File: src/design/assert_macros.svh
// ---------------------------------------------------------------------------
// assert_macros.svh
// concurrent assertion helpers, empty when SYNTH is defined
// ---------------------------------------------------------------------------
`ifndef ASSERT_MACROS_SVH
`define ASSERT_MACROS_SVH

// same-cycle implication
`ifndef SYNTH
`define ASSERT_IMPL(lbl, clk, rst_n, ante, cons, msg) \
  lbl: assert property (@(posedge clk) disable iff (!rst_n) (ante) |-> (cons)) else $error(msg);
`else
`define ASSERT_IMPL(lbl, clk, rst_n, ante, cons, msg)
`endif

// next-cycle implication
`ifndef SYNTH
`define ASSERT_NEXT(lbl, clk, rst_n, ante, cons, msg) \
  lbl: assert property (@(posedge clk) disable iff (!rst_n) (ante) |=> (cons)) else $error(msg);
`else
`define ASSERT_NEXT(lbl, clk, rst_n, ante, cons, msg)
`endif

`endif

File: src/design/zcrs_pkg.sv
// ---------------------------------------------------------------------------
// zcrs_pkg
// shared types and codes of the zero-cross relay switcher
// ---------------------------------------------------------------------------
`default_nettype none

package zcrs_pkg;

  localparam int FUNC_W  = 2;
  localparam int CNT_W   = 16;
  localparam int CFG_W   = 16;
  localparam int CFG_IDX_W = 2;
  localparam int MODE_W  = 3;

  // request codes
  localparam logic [FUNC_W-1:0] FUNC_NONE = 2'd0;
  localparam logic [FUNC_W-1:0] FUNC_ON   = 2'd1;
  localparam logic [FUNC_W-1:0] FUNC_OFF  = 2'd2;

  // register indexes
  localparam logic [CFG_IDX_W-1:0] CFG_IDX_REQUEST_TIMEOUT = 2'd0;
  localparam logic [CFG_IDX_W-1:0] CFG_IDX_ON_DELAY        = 2'd1;
  localparam logic [CFG_IDX_W-1:0] CFG_IDX_OFF_DELAY       = 2'd2;

  // register reset values
  localparam logic [CFG_W-1:0] REQUEST_TIMEOUT_RST = 16'd100;
  localparam logic [CFG_W-1:0] ON_DELAY_RST        = 16'd0;
  localparam logic [CFG_W-1:0] OFF_DELAY_RST       = 16'd0;

  typedef enum logic [MODE_W-1:0] {
    MODE_OFF         = 3'd0,
    MODE_WAIT_ON     = 3'd1,
    MODE_DELAYED_ON  = 3'd2,
    MODE_ON          = 3'd3,
    MODE_WAIT_OFF    = 3'd4,
    MODE_DELAYED_OFF = 3'd5
  } mode_t;

  typedef struct packed {
    logic [FUNC_W-1:0] func;
    logic              sync_level;
    logic              timeout_tick;
    logic              delay_tick;
  } in_item_t;

  typedef struct packed {
    logic              relay_drive;
    logic              sync_pulse;
    logic              relay_is_on;
    logic              relay_is_off;
    logic [MODE_W-1:0] mode_code;
  } out_item_t;

  typedef struct packed {
    logic [CFG_W-1:0] request_timeout;
    logic [CFG_W-1:0] on_delay;
    logic [CFG_W-1:0] off_delay;
  } cfg_t;

  // controller status seen by the top level
  typedef struct packed {
    mode_t mode;
    logic  relay;
  } st_t;

endpackage

`default_nettype wire

File: src/design/zcrs_in_if.sv
// ---------------------------------------------------------------------------
// zcrs_in_if
// tick channel: valid/ready plus request, sync level and tick strobes
// ---------------------------------------------------------------------------
`default_nettype none

interface zcrs_in_if;
  logic                        valid;
  logic                        ready;
  logic [zcrs_pkg::FUNC_W-1:0] func;
  logic                        sync_level;
  logic                        timeout_tick;
  logic                        delay_tick;

  modport source (output valid, output func, output sync_level, output timeout_tick,
                  output delay_tick, input ready);
  modport sink (input valid, input func, input sync_level, input timeout_tick,
                input delay_tick, output ready);
endinterface

`default_nettype wire

File: src/design/zcrs_out_if.sv
// ---------------------------------------------------------------------------
// zcrs_out_if
// result channel: valid/ready plus relay and status outputs
// ---------------------------------------------------------------------------
`default_nettype none

interface zcrs_out_if;
  logic                        valid;
  logic                        ready;
  logic                        relay_drive;
  logic                        sync_pulse;
  logic                        relay_is_on;
  logic                        relay_is_off;
  logic [zcrs_pkg::MODE_W-1:0] mode_code;

  modport source (output valid, output relay_drive, output sync_pulse,
                  output relay_is_on, output relay_is_off, output mode_code, input ready);
  modport sink (input valid, input relay_drive, input sync_pulse,
                input relay_is_on, input relay_is_off, input mode_code, output ready);
endinterface

`default_nettype wire

File: src/design/zcrs_cfg_regs.sv
// ---------------------------------------------------------------------------
// zcrs_cfg_regs
// configuration register file, write only
// ---------------------------------------------------------------------------
`default_nettype none

module zcrs_cfg_regs (
  input  wire logic                           clk,
  input  wire logic                           rst_n,
  input  wire logic                           cfg_we,
  input  wire logic [zcrs_pkg::CFG_IDX_W-1:0] cfg_index,
  input  wire logic [zcrs_pkg::CFG_W-1:0]     cfg_wdata,
  output zcrs_pkg::cfg_t                      cfg
);
  import zcrs_pkg::*;

  cfg_t cfg_r;
  cfg_t cfg_nxt;

  always_comb begin
    cfg_nxt = cfg_r;
    if (cfg_we) begin
      unique case (cfg_index)
        CFG_IDX_REQUEST_TIMEOUT: cfg_nxt.request_timeout = cfg_wdata;
        CFG_IDX_ON_DELAY:        cfg_nxt.on_delay        = cfg_wdata;
        CFG_IDX_OFF_DELAY:       cfg_nxt.off_delay       = cfg_wdata;
        default:                 cfg_nxt = cfg_r;  // unknown index ignored
      endcase
    end
  end

  always_ff @(posedge clk) begin
    if (!rst_n) begin
      cfg_r.request_timeout <= REQUEST_TIMEOUT_RST;
      cfg_r.on_delay        <= ON_DELAY_RST;
      cfg_r.off_delay       <= OFF_DELAY_RST;
    end else begin
      cfg_r <= cfg_nxt;
    end
  end

  assign cfg = cfg_r;
endmodule

`default_nettype wire

File: src/design/zcrs_ctrl.sv
// ---------------------------------------------------------------------------
// zcrs_ctrl
// relay state machine, edge detector and saturating counters, one tick per step
// ---------------------------------------------------------------------------
`default_nettype none

module zcrs_ctrl (
  input  wire logic                clk,
  input  wire logic                rst_n,
  input  wire logic                step_en,
  input  wire zcrs_pkg::in_item_t  item,
  input  wire zcrs_pkg::cfg_t      cfg,
  output zcrs_pkg::out_item_t      res,
  output zcrs_pkg::st_t            st
);
  import zcrs_pkg::*;

  mode_t            mode_r, mode_nxt;
  logic             last_sync_r, last_sync_nxt;
  logic [CNT_W-1:0] tc_r, tc_nxt;
  logic [CNT_W-1:0] dc_r, dc_nxt;
  logic             relay_r, relay_nxt;

  mode_t            mode_req;
  logic [CNT_W-1:0] tc_req;
  logic [CNT_W-1:0] dc_tick;
  logic             sync_edge;

  function automatic logic in_on_group(input mode_t m);
    in_on_group = (m == MODE_WAIT_ON) || (m == MODE_DELAYED_ON) || (m == MODE_ON);
  endfunction

  function automatic logic in_off_group(input mode_t m);
    in_off_group = (m == MODE_WAIT_OFF) || (m == MODE_DELAYED_OFF) || (m == MODE_OFF);
  endfunction

  // counters and request
  always_comb begin
    tc_req  = tc_r;
    dc_tick = dc_r;
    if (item.timeout_tick && (tc_r != '0)) tc_req = tc_r - 1'b1;
    if (item.delay_tick && (dc_r != '1)) dc_tick = dc_r + 1'b1;
    mode_req = mode_r;
    if ((item.func == FUNC_ON) && !in_on_group(mode_r)) begin
      mode_req = MODE_WAIT_ON;
      tc_req   = cfg.request_timeout;
    end else if ((item.func == FUNC_OFF) && !in_off_group(mode_r)) begin
      mode_req = MODE_WAIT_OFF;
      tc_req   = cfg.request_timeout;
    end
  end

  assign sync_edge     = last_sync_r && !item.sync_level;
  assign last_sync_nxt = item.sync_level;
  assign tc_nxt        = tc_req;

  // next state
  always_comb begin
    mode_nxt  = mode_req;
    dc_nxt    = dc_tick;
    relay_nxt = relay_r;
    unique case (mode_req)
      MODE_OFF, MODE_ON: begin
      end
      MODE_WAIT_ON: begin
        if (sync_edge) begin
          mode_nxt = MODE_DELAYED_ON;
          dc_nxt   = '0;
        end
        if (tc_req == '0) begin
          relay_nxt = 1'b1;
          mode_nxt  = MODE_ON;
        end
      end
      MODE_DELAYED_ON: begin
        if (dc_tick > cfg.on_delay) begin
          relay_nxt = 1'b1;
          mode_nxt  = MODE_ON;
        end
      end
      MODE_WAIT_OFF: begin
        if (sync_edge) begin
          mode_nxt = MODE_DELAYED_OFF;
          dc_nxt   = '0;
        end
        if (tc_req == '0) begin
          relay_nxt = 1'b0;
          mode_nxt  = MODE_OFF;
        end
      end
      MODE_DELAYED_OFF: begin
        if (dc_tick > cfg.off_delay) begin
          relay_nxt = 1'b0;
          mode_nxt  = MODE_OFF;
        end
      end
      default: begin
        relay_nxt = 1'b0;
        mode_nxt  = MODE_OFF;
      end
    endcase
  end

  // outputs, taken after the update
  always_comb begin
    res.relay_drive  = relay_nxt;
    res.sync_pulse   = last_sync_nxt;
    res.relay_is_on  = in_on_group(mode_nxt);
    res.relay_is_off = in_off_group(mode_nxt);
    res.mode_code    = mode_nxt;
  end

  always_ff @(posedge clk) begin
    if (!rst_n) begin
      mode_r      <= MODE_OFF;
      last_sync_r <= 1'b0;
      tc_r        <= '0;
      dc_r        <= '0;
      relay_r     <= 1'b0;
    end else if (step_en) begin
      mode_r      <= mode_nxt;
      last_sync_r <= last_sync_nxt;
      tc_r        <= tc_nxt;
      dc_r        <= dc_nxt;
      relay_r     <= relay_nxt;
    end
  end

  assign st.mode  = mode_r;
  assign st.relay = relay_r;
endmodule

`default_nettype wire

File: src/design/zero_cross_relay_switcher.sv
// Data path: a transferred tick is held in the input register; its result is
//   loaded into the output register as the state machine steps and is sent from there.
// Throughput: one tick per cycle unless out_ch stalls; the relay state update is a
//   single pass of short logic between the input register and the output register.
// Reset: rst_n synchronous, active low; relay open, mode off, counters zero,
//   request_timeout 100, on_delay 0, off_delay 0, both pipeline stages empty.
// ---------------------------------------------------------------------------
// zero_cross_relay_switcher
// zero-cross synchronized relay controller, one result per tick
// ---------------------------------------------------------------------------
`default_nettype none

`include "assert_macros.svh"

module zero_cross_relay_switcher (
  input  wire logic                           clk,
  input  wire logic                           rst_n,
  zcrs_in_if.sink                             in_ch,
  zcrs_out_if.source                          out_ch,
  input  wire logic                           cfg_we,
  input  wire logic [zcrs_pkg::CFG_IDX_W-1:0] cfg_index,
  input  wire logic [zcrs_pkg::CFG_W-1:0]     cfg_wdata
);
  import zcrs_pkg::*;

  // input stage
  in_item_t  s1_item_r;
  logic      s1_valid_r, s1_valid_nxt;

  // output stage
  out_item_t out_item_r;
  logic      out_valid_r, out_valid_nxt;

  // control
  logic      out_adv;   // output register free or being drained this cycle
  logic      s1_fire;   // tick moves from input register through the state machine
  logic      in_fire;   // transfer on the input channel

  cfg_t      cfg;
  out_item_t step_res;
  st_t       st;

  assign out_adv  = !out_valid_r || out_ch.ready;
  assign s1_fire  = s1_valid_r && out_adv;
  assign in_ch.ready = !s1_valid_r || out_adv;
  assign in_fire  = in_ch.valid && in_ch.ready;

  // configuration registers
  zcrs_cfg_regs u_cfg (
    .clk       (clk),
    .rst_n     (rst_n),
    .cfg_we    (cfg_we),
    .cfg_index (cfg_index),
    .cfg_wdata (cfg_wdata),
    .cfg       (cfg)
  );

  // state machine, steps only when the tick advances into the output register
  zcrs_ctrl u_ctrl (
    .clk     (clk),
    .rst_n   (rst_n),
    .step_en (s1_fire),
    .item    (s1_item_r),
    .cfg     (cfg),
    .res     (step_res),
    .st      (st)
  );

  // stage valids
  always_comb begin
    s1_valid_nxt = s1_valid_r;
    if (in_fire) s1_valid_nxt = 1'b1;
    else if (s1_fire) s1_valid_nxt = 1'b0;

    out_valid_nxt = out_valid_r;
    if (s1_fire) out_valid_nxt = 1'b1;
    else if (out_ch.ready) out_valid_nxt = 1'b0;
  end

  always_ff @(posedge clk) begin
    if (!rst_n) begin
      s1_valid_r  <= 1'b0;
      out_valid_r <= 1'b0;
    end else begin
      s1_valid_r  <= s1_valid_nxt;
      out_valid_r <= out_valid_nxt;
    end
  end

  // payload registers, no reset
  always_ff @(posedge clk) begin
    if (in_fire) begin
      s1_item_r.func         <= in_ch.func;
      s1_item_r.sync_level   <= in_ch.sync_level;
      s1_item_r.timeout_tick <= in_ch.timeout_tick;
      s1_item_r.delay_tick   <= in_ch.delay_tick;
    end
    if (s1_fire) begin
      out_item_r <= step_res;
    end
  end

  // result channel
  assign out_ch.valid        = out_valid_r;
  assign out_ch.relay_drive  = out_item_r.relay_drive;
  assign out_ch.sync_pulse   = out_item_r.sync_pulse;
  assign out_ch.relay_is_on  = out_item_r.relay_is_on;
  assign out_ch.relay_is_off = out_item_r.relay_is_off;
  assign out_ch.mode_code    = out_item_r.mode_code;

  // relay only closes on entering on and only opens on entering off
  `ASSERT_IMPL(a_relay_on_mode, clk, rst_n, st.mode == MODE_ON, st.relay, "relay open in on mode")
  `ASSERT_IMPL(a_relay_off_mode, clk, rst_n, st.mode == MODE_OFF, !st.relay, "relay closed in off mode")
  // a stalled result must not let the state machine step
  `ASSERT_NEXT(a_stall_holds_state, clk, rst_n, out_valid_r && !out_ch.ready, $stable(st.mode) && $stable(st.relay), "state changed while result stalled")
  // every stepped tick lands in the output register
  `ASSERT_NEXT(a_step_gives_result, clk, rst_n, s1_fire, out_valid_r, "stepped tick lost")
endmodule

`default_nettype wire

File: src/flat_wrapper.sv
// flat-port wrapper written by rule: the top's interface ports become plain ports
module zero_cross_relay_switcher_flat import zcrs_pkg::*;
  (clk, rst_n, cfg_we, cfg_index, cfg_wdata, in_ch_valid, in_ch_func, in_ch_sync_level, in_ch_timeout_tick, in_ch_delay_tick, in_ch_ready, out_ch_valid, out_ch_relay_drive, out_ch_sync_pulse, out_ch_relay_is_on, out_ch_relay_is_off, out_ch_mode_code, out_ch_ready);
  zcrs_in_if in_ch_i ();
  zcrs_out_if out_ch_i ();
  input  wire logic clk;
  input  wire logic rst_n;
  input  wire logic cfg_we;
  input  wire logic [zcrs_pkg::CFG_IDX_W-1:0] cfg_index;
  input  wire logic [zcrs_pkg::CFG_W-1:0] cfg_wdata;
  input wire logic [$bits(in_ch_i.valid)-1:0] in_ch_valid;
  input wire logic [$bits(in_ch_i.func)-1:0] in_ch_func;
  input wire logic [$bits(in_ch_i.sync_level)-1:0] in_ch_sync_level;
  input wire logic [$bits(in_ch_i.timeout_tick)-1:0] in_ch_timeout_tick;
  input wire logic [$bits(in_ch_i.delay_tick)-1:0] in_ch_delay_tick;
  output wire logic [$bits(in_ch_i.ready)-1:0] in_ch_ready;
  output wire logic [$bits(out_ch_i.valid)-1:0] out_ch_valid;
  output wire logic [$bits(out_ch_i.relay_drive)-1:0] out_ch_relay_drive;
  output wire logic [$bits(out_ch_i.sync_pulse)-1:0] out_ch_sync_pulse;
  output wire logic [$bits(out_ch_i.relay_is_on)-1:0] out_ch_relay_is_on;
  output wire logic [$bits(out_ch_i.relay_is_off)-1:0] out_ch_relay_is_off;
  output wire logic [$bits(out_ch_i.mode_code)-1:0] out_ch_mode_code;
  input wire logic [$bits(out_ch_i.ready)-1:0] out_ch_ready;
  assign in_ch_i.valid = in_ch_valid;
  assign in_ch_i.func = in_ch_func;
  assign in_ch_i.sync_level = in_ch_sync_level;
  assign in_ch_i.timeout_tick = in_ch_timeout_tick;
  assign in_ch_i.delay_tick = in_ch_delay_tick;
  assign in_ch_ready = in_ch_i.ready;
  assign out_ch_valid = out_ch_i.valid;
  assign out_ch_relay_drive = out_ch_i.relay_drive;
  assign out_ch_sync_pulse = out_ch_i.sync_pulse;
  assign out_ch_relay_is_on = out_ch_i.relay_is_on;
  assign out_ch_relay_is_off = out_ch_i.relay_is_off;
  assign out_ch_mode_code = out_ch_i.mode_code;
  assign out_ch_i.ready = out_ch_ready;
  zero_cross_relay_switcher u_core (.clk(clk), .rst_n(rst_n), .in_ch(in_ch_i), .out_ch(out_ch_i), .cfg_we(cfg_we), .cfg_index(cfg_index), .cfg_wdata(cfg_wdata));
endmodule
File: config.mk
export PLATFORM = sky130hd
export DESIGN_NAME = zero_cross_relay_switcher_flat
export DESIGN_NICKNAME = d
export VERILOG_FILES = /design/src/design/zcrs_pkg.sv /design/src/design/zcrs_in_if.sv /design/src/design/zcrs_out_if.sv /design/src/design/zcrs_cfg_regs.sv /design/src/design/zcrs_ctrl.sv /design/src/design/zero_cross_relay_switcher.sv /design/src/flat_wrapper.sv
export VERILOG_INCLUDE_DIRS = /design/src /design/src/design
export SDC_FILE = /design/constraint.sdc
export NUM_CORES = 1
export LEC_CHECK = 0
export CAP_MARGIN = 20
export CORE_UTILIZATION = 36
export DETAILED_ROUTE_END_ITERATION = 10
export DONT_BUFFER_PORTS = 1
export PLACE_DENSITY = 0.55
export SYNTH_ARGS = -nofsm -noshare
export SYNTH_HDL_FRONTEND = slang
export SYNTH_SLANG_ARGS = --single-unit
File: constraint.sdc
create_clock -name clk -period 3.5 [get_ports clk]
set_input_delay 0.7 -clock clk [delete_from_list [all_inputs] [get_ports clk]]
set_output_delay 0.7 -clock clk [all_outputs]
set_load 0.01 [all_outputs]
# Yosys cells after proc, flatten, opt, wreduce, memory -nomap -nowiden
# Cells that the tools add are included.
# op_classes
div_mod_pow	0
add_sub_neg	2
shifts	0
n_reduce_logical	35
bitwise	0
muxes	24
multipliers	0
order_cmp	2
n_eq_ne	20
# op_table
op	n
16-bit two-way mux	6
16-bit > comparator	2
3-bit two-way mux	8
3-bit by 2-bit == test with 1-bit output (second input constant)	6
3-bit == test (second input constant)	6
16-bit by 1-bit adder with 16-bit output (second input constant)	1
16-bit logical NOT	1
16-bit != test (second input constant)	1
16-bit nonzero test	1
16-bit by 1-bit subtractor with 16-bit output (second input constant)	1
3-bit one-hot mux with 5 select lines	1
1-bit logical OR	10
3-bit by 1-bit == test with 1-bit output (second input constant)	3
3-bit logical NOT	3
1-bit two-way mux	8
1-bit logical AND	7
2-bit AND reduction	3
1-bit logical NOT	5
1-bit one-hot mux with 5 select lines	1
2-bit by 1-bit == test with 1-bit output (second input constant)	2
2-bit == test (second input constant)	2
2-bit nonzero test	2
2-bit OR reduction	2
2-bit logical NOT	1
# word_totals
ramBits	0
out_inout_bits	9
regBits	99
inputBits	28
memories	0
latch_bits	0
rom_bits	0
elab_cells	102

# Depth between registers and ports, before layout
# depth
ltp_word	13
ltp_mapped	16
mapped_depth_nobuf	16

# By module
# From an unflattened synthesis, not the netlist that was laid out.
# hier_totals
hier_cells	688
hier_area_um2	6004.5
# modules_own_cells
mod	seq_area_each_um2	n_inst	cells_per_inst	area_per_inst_um2
zcrs_ctrl	740.7	1	488	3677.3
zcrs_cfg_regs	960.9	1	179	1863.0
zero_cross_relay_switcher	400.4	1	21	464.2

# Worst setup path before layout
# Ideal clock, no wire load.
# synth_path
path_kind	register to register
start	register u_core.u_ctrl.dc_r[11]
end	register u_core.out_item_r (netlist bit u_core.out_ch.mode_code[0]) (data pin)
n_path_buf	1
arrival_ns	3.509
required_ns	3.238
slack_ns	-0.270
setup_time_ns	0.262
synth_period_minus_slack_ns	3.770
stages_incl_launch_ff	17
cell_sequence	dfxtp_1 clkbuf_1 nand4_1 o41ai_1 nor2_1 nand3_1 or3_1 nor2_1 xor2_1 ha_1 nand4_1 nor3_1 o2111ai_1 a22oi_1 o211ai_1 nor3_2 nand2_1
# synth_lines
element	line_no	rtl
start, declared	zcrs_ctrl.sv:21	logic [CNT_W-1:0] dc_r, dc_nxt;
start signal, assigned	zcrs_ctrl.sv:124	dc_r <= dc_nxt;
end signal, assigned	zero_cross_relay_switcher.sv:99	out_item_r <= step_res;
end, declared	zero_cross_relay_switcher.sv:31	out_item_t out_item_r;

==> results <==
- The power per unit of standard cell area is 428 nW/µm².
- The core region is ~15000 µm².
- In this run the static leakage power is about 2.5 nW.
- The weighted congestion at the end of routability-driven global placement is 0.868.
- The portion of the post-synthesis area used by sequential elements is 36.8%.
- After detailed routing, the number of remaining DRC violations is 0.
- For this run, the top clock speed supported by timing is just under 300 MHz.
- The count of pins over their slew limit is 0.
- The residual antenna-violating net count after detailed routing is 0.
- In this run the tightest slew margin relative to its limit is 48.6%.
- The largest area contributor in the netlist is dfxtp_1.
- The element type at the critical path end is a flip-flop.
- The area growth from synthesis to final layout is 16.5%.
- 0 antenna diodes ended up in the layout.
- For this block, wires on met1 add up to 7.57 mm.
- The area of all placed cells without fillers is approximately 6700 µm².
- The number of buffers and inverters on the critical path is 2.
- The starting DRC count in detailed routing is 325.
- Setup violations remaining at the end of the flow were counted as 0.
- The count of vias placed by the detailed router is 5317.
- The first global-routing pass estimated between 20 and 30 mm of wire.
- The number of buffers added on ports is 0.
- Of the post-synthesis cell area, the dominant cell type holds roughly 30%.
- Summed over all nets, the half-perimeter wirelength after detailed placement is between 10 and 15 mm.
- The leftover overflow at the end of global routing is 0.
- By startpoint and endpoint, the worst setup path is classified as flip-flop to flip-flop.
- The actual slew at the worst max-slew pin is 764 ps.
- Sorting the synthesized cells by area gives the leading types as dfxtp_1 30%, nand2_1 8.9%, a21oi_1 7.4%, ha_1 7.4%, edfxtp_1 6.3%.
- Across the run, the number of max-cap violations was 0.
- The flow ran to the end, and the final reports show no timing, DRC or antenna violations.
- Counting flops with an async set or reset pin after synthesis yields a share of 0%.
- The average routed wire per standard cell is 17.2 µm.
- Dividing the detail-routed via count by the number of cells gives roughly 5.5.
- Of all nets on the critical path, the largest fanout is 3.
- The die outline height is roughly 130 µm.
- STA puts the critical path data required time at approximately 3600 ps.
- Counting buffers and inverters, the worst setup path is 17 cells deep.
- The number of synthesized register bits is a little under 100.
- The die is 128 µm wide.
- The slowest stage of the critical path belongs to the cell dfxtp_2.
- Cells fill 43.3% of the core in the end.
- Clock latency on the worst-skew pair, taken at its later pin, is between 300 and 400 ps.
- The total length of routed met3 wires is ~920 µm.
- At the end of the flow, the number of nets in the layout was around 800.
- The root cell of the clock tree is clkbuf_16.
- Signal routing reaches up to met4.
- In this run, CTS created clock tree buffers numbering 9.
- After synthesis, the most frequently instantiated cells are 135 x nand2_1, 87 x dfxtp_1, 85 x a21oi_1.
- The longest individual stage delay on the worst path is ~340 ps.
- The row count is between 40 and 50.
- The path class of the lowest-slack min-delay path is primary input to flip-flop.
- The number of cells on the worst reg-to-reg path is 17.
- Synthesis produced a netlist whose cell count is between 700 and 800.
- The clock passes through at most 2 buffers.
- Of the cells placed in the final design, the portion with a size suffix greater than 1 is 13.8%.
- The number of different library cells in the post-synthesis netlist is 70.
- The H-tree depth reported by CTS is 3.
- The largest net degree at the start of global routing is 34.
- The total die area is 16400 µm².
- The cell area after placement is 6140 µm².
- TritonCTS built the clock tree.
- Wires add up to roughly 17 mm.
- The clock-pin slew reported for the worst setup and hold paths after clock tree synthesis is approximately 80 ps.
- The final count of hold timing violations is 0.
- Walking the worst path, the cells encountered are ha_4 > nand4_1 > o41ai_4 > buf_4 > or3_4 > nor2_4 > nand3_2 > xnor2_2 > ha_1 > nand4_1 > nor3_2 > o2111ai_2 > a22oi_2 > buf_4 > nand3b_1 > o21ai_2 > o21ai_1.
- The largest delay contributor family on the critical path is simple AND/OR/NAND/NOR gates.
- The post-route clock skew is roughly 9.9 ps.
- The kind of start point of the critical path is a flip-flop.
- The number of flops mapped to enable cells by yosys is 12.
- The synthesized netlist occupies a cell area of between 5000 and 6000 µm².
- The I/O pin count is 37.
- Setup repair after global routing could not meet its margin everywhere.
- The count of TritonRoute iterations in the first routing pass is 5.
- IR analysis of the VDD net gives a maximum drop of 266 µV.
- In the post-synthesis netlist, the cell with the most instances is nand2_1.
- When the netlist entered floorplanning its net count stood at roughly 800.
- The synthesized area divided by synthesized cell count is ~7.8 µm².
- The length of routed met2 wiring is just under 8 mm.
- The Yosys step of the flow raised 0 warnings.
- Along the worst hold path, the cell count comes to 1.
- The smallest clock period supported by the final layout is computed as between 3000 and 4000 ps.
- The overall fraction of global-route tracks in use is a little over a fifth.
- The number of global-route vias before repair came to about 5100.
- Data on the critical path arrives at its endpoint at roughly 3600 ps.
- Counting every sink on the clock net gives 99.
- The share of the cycle needed by the critical path after routing is between 90% and 100%.
- The primary flip-flop cell chosen by synthesis mapping is dfxtp_1.
- The final hold slack is just over 400 ps.
- The starting density of the core is a little under two fifths.
- The initial antenna violation count was 0.
==> area by class of cell <==
type / count / area [µm²]
Fill cell: 1543 / 8710
Timing Repair Buffer: 47 / 353
Clock buffer: 9 / 225
Tap cell: 211 / 264
Clock inverter: 7 / 90.1
Sequential cell: 99 / 2110
Inverter: 43 / 161
Multi-Input combinational cell: 551 / 3460
==> sequential cells by signal, indices dropped and copies added, names as in the netlist <==
name and cells:
u_core.u_cfg.cfg 48, u_core.u_ctrl.dc_r 16, u_core.u_ctrl.tc_r 16, u_core.s1_item_r 5, u_core.out_ch.mode_code 3, u_core.u_ctrl.mode_r 3, u_core.out_ch.relay_drive 1, u_core.out_ch.relay_is_off 1
u_core.out_ch.relay_is_on 1, u_core.out_ch.sync_pulse 1, u_core.out_ch.valid 1, u_core.s1_valid_r 1, u_core.u_ctrl.last_sync_r 1, u_core.u_ctrl.relay_r 1
==> placed cells by master, fill, tap and decap left out, types with 4 or more instances in the layout <==
master / n
a22oi_1: 8
o21ai_1: 4
buf_4: 47
ha_1: 33
inv_1: 41
and2_1: 5
nor3_1: 17
nand2_1: 134
a31oi_1: 7
edfxtp_1: 12
nand4_1: 15
a211oi_1: 4
nand3_1: 15
o21ai_0: 26
xnor2_1: 10
clkbuf_16: 9
o21a_1: 4
a311oi_1: 5
a21oi_1: 84
or3_1: 6
a21o_1: 7
nor2b_1: 9
nor4_1: 6
o211ai_1: 4
nor2_1: 52
dfxtp_1: 84
o31ai_1: 6
or4_1: 5
==> kinds of logic after synthesis <==
kind of cell | synth area share (%)
adder cells (fa/ha/maj) | 7.44
multiplexers | 0.547
buffers and inverters | 5.84
XOR/XNOR | 2.76
flip-flops | 36.8
AO/OA/AOI/OAI | 20.0
AND/OR/NAND/NOR | 26.7
==> routing by layer <==
metal  up-vias  track usage (%)
li1       2629                -
met2       152             34.7
met1      2513             27.5
met3        23             5.18
met4         0             8.17
met5         -                0
==> worst reg2reg max path: stages (launching register included) <==
cell and delay (ps):
dfxtp_2 340, ha_4 160, nand4_1 150, o41ai_4 90
buf_4 150, or3_4 340, nor2_4 170, nand3_2 110
xnor2_2 170, ha_1 290, nand4_1 150, nor3_2 300
o2111ai_2 150, a22oi_2 220, buf_4 160, nand3b_1 80
o21ai_2 80, o21ai_1 80
==> per-stage QoR <==
step | setup WS [ps] | power, mW | std cells | TNS [ps]
after global routing | -175 | 2.98 | 967 | -487
after detailed placement | -143 | 1.78 | 944 | -277
after floorplan | 16.0 | 1.64 | 736 | 0
after CTS | -2.82 | 2.87 | 963 | -4.13
final | 37.2 | 2.85 | 967 | 0
after global placement | 59.3 | 1.77 | 944 | 0
==> repair_timing <==
item	in CTS	in global routing
resized for setup	14	18
setup buffers	3	4
endpoints found under the setup margin	4	6
hold buffers	0	0
pin swaps	16	19
endpoints found under the hold margin	0	0
==> power by group <==
group	internal, mW	total [mW]	switching [mW]
clock network	0.577	1.09	0.509
logic	0.200	0.524	0.324
registers	1.19	1.24	0.0504
==> path summary, 6_finish.rpt <==
| kind | endpoint | startpoint | slack [ps] |
|---|---|---|---|
| max | u_core.out_ch.relay_drive$_DFFE_PP_ | u_core.u_ctrl.dc_r[1]$_SDFFE_PN0P_ | 40 |
| min | u_core.u_cfg.cfg[38]$_SDFFE_PN1P_ | rst_n | 410 |
| max reg2reg | u_core.out_ch.relay_drive$_DFFE_PP_ | u_core.u_ctrl.dc_r[1]$_SDFFE_PN0P_ | 40 |
| min reg2reg | u_core.u_cfg.cfg[28]$_SDFFE_PN0P_ | u_core.u_cfg.cfg[28]$_SDFFE_PN0P_ | 460 |
Power figures use the tool's default switching activity.
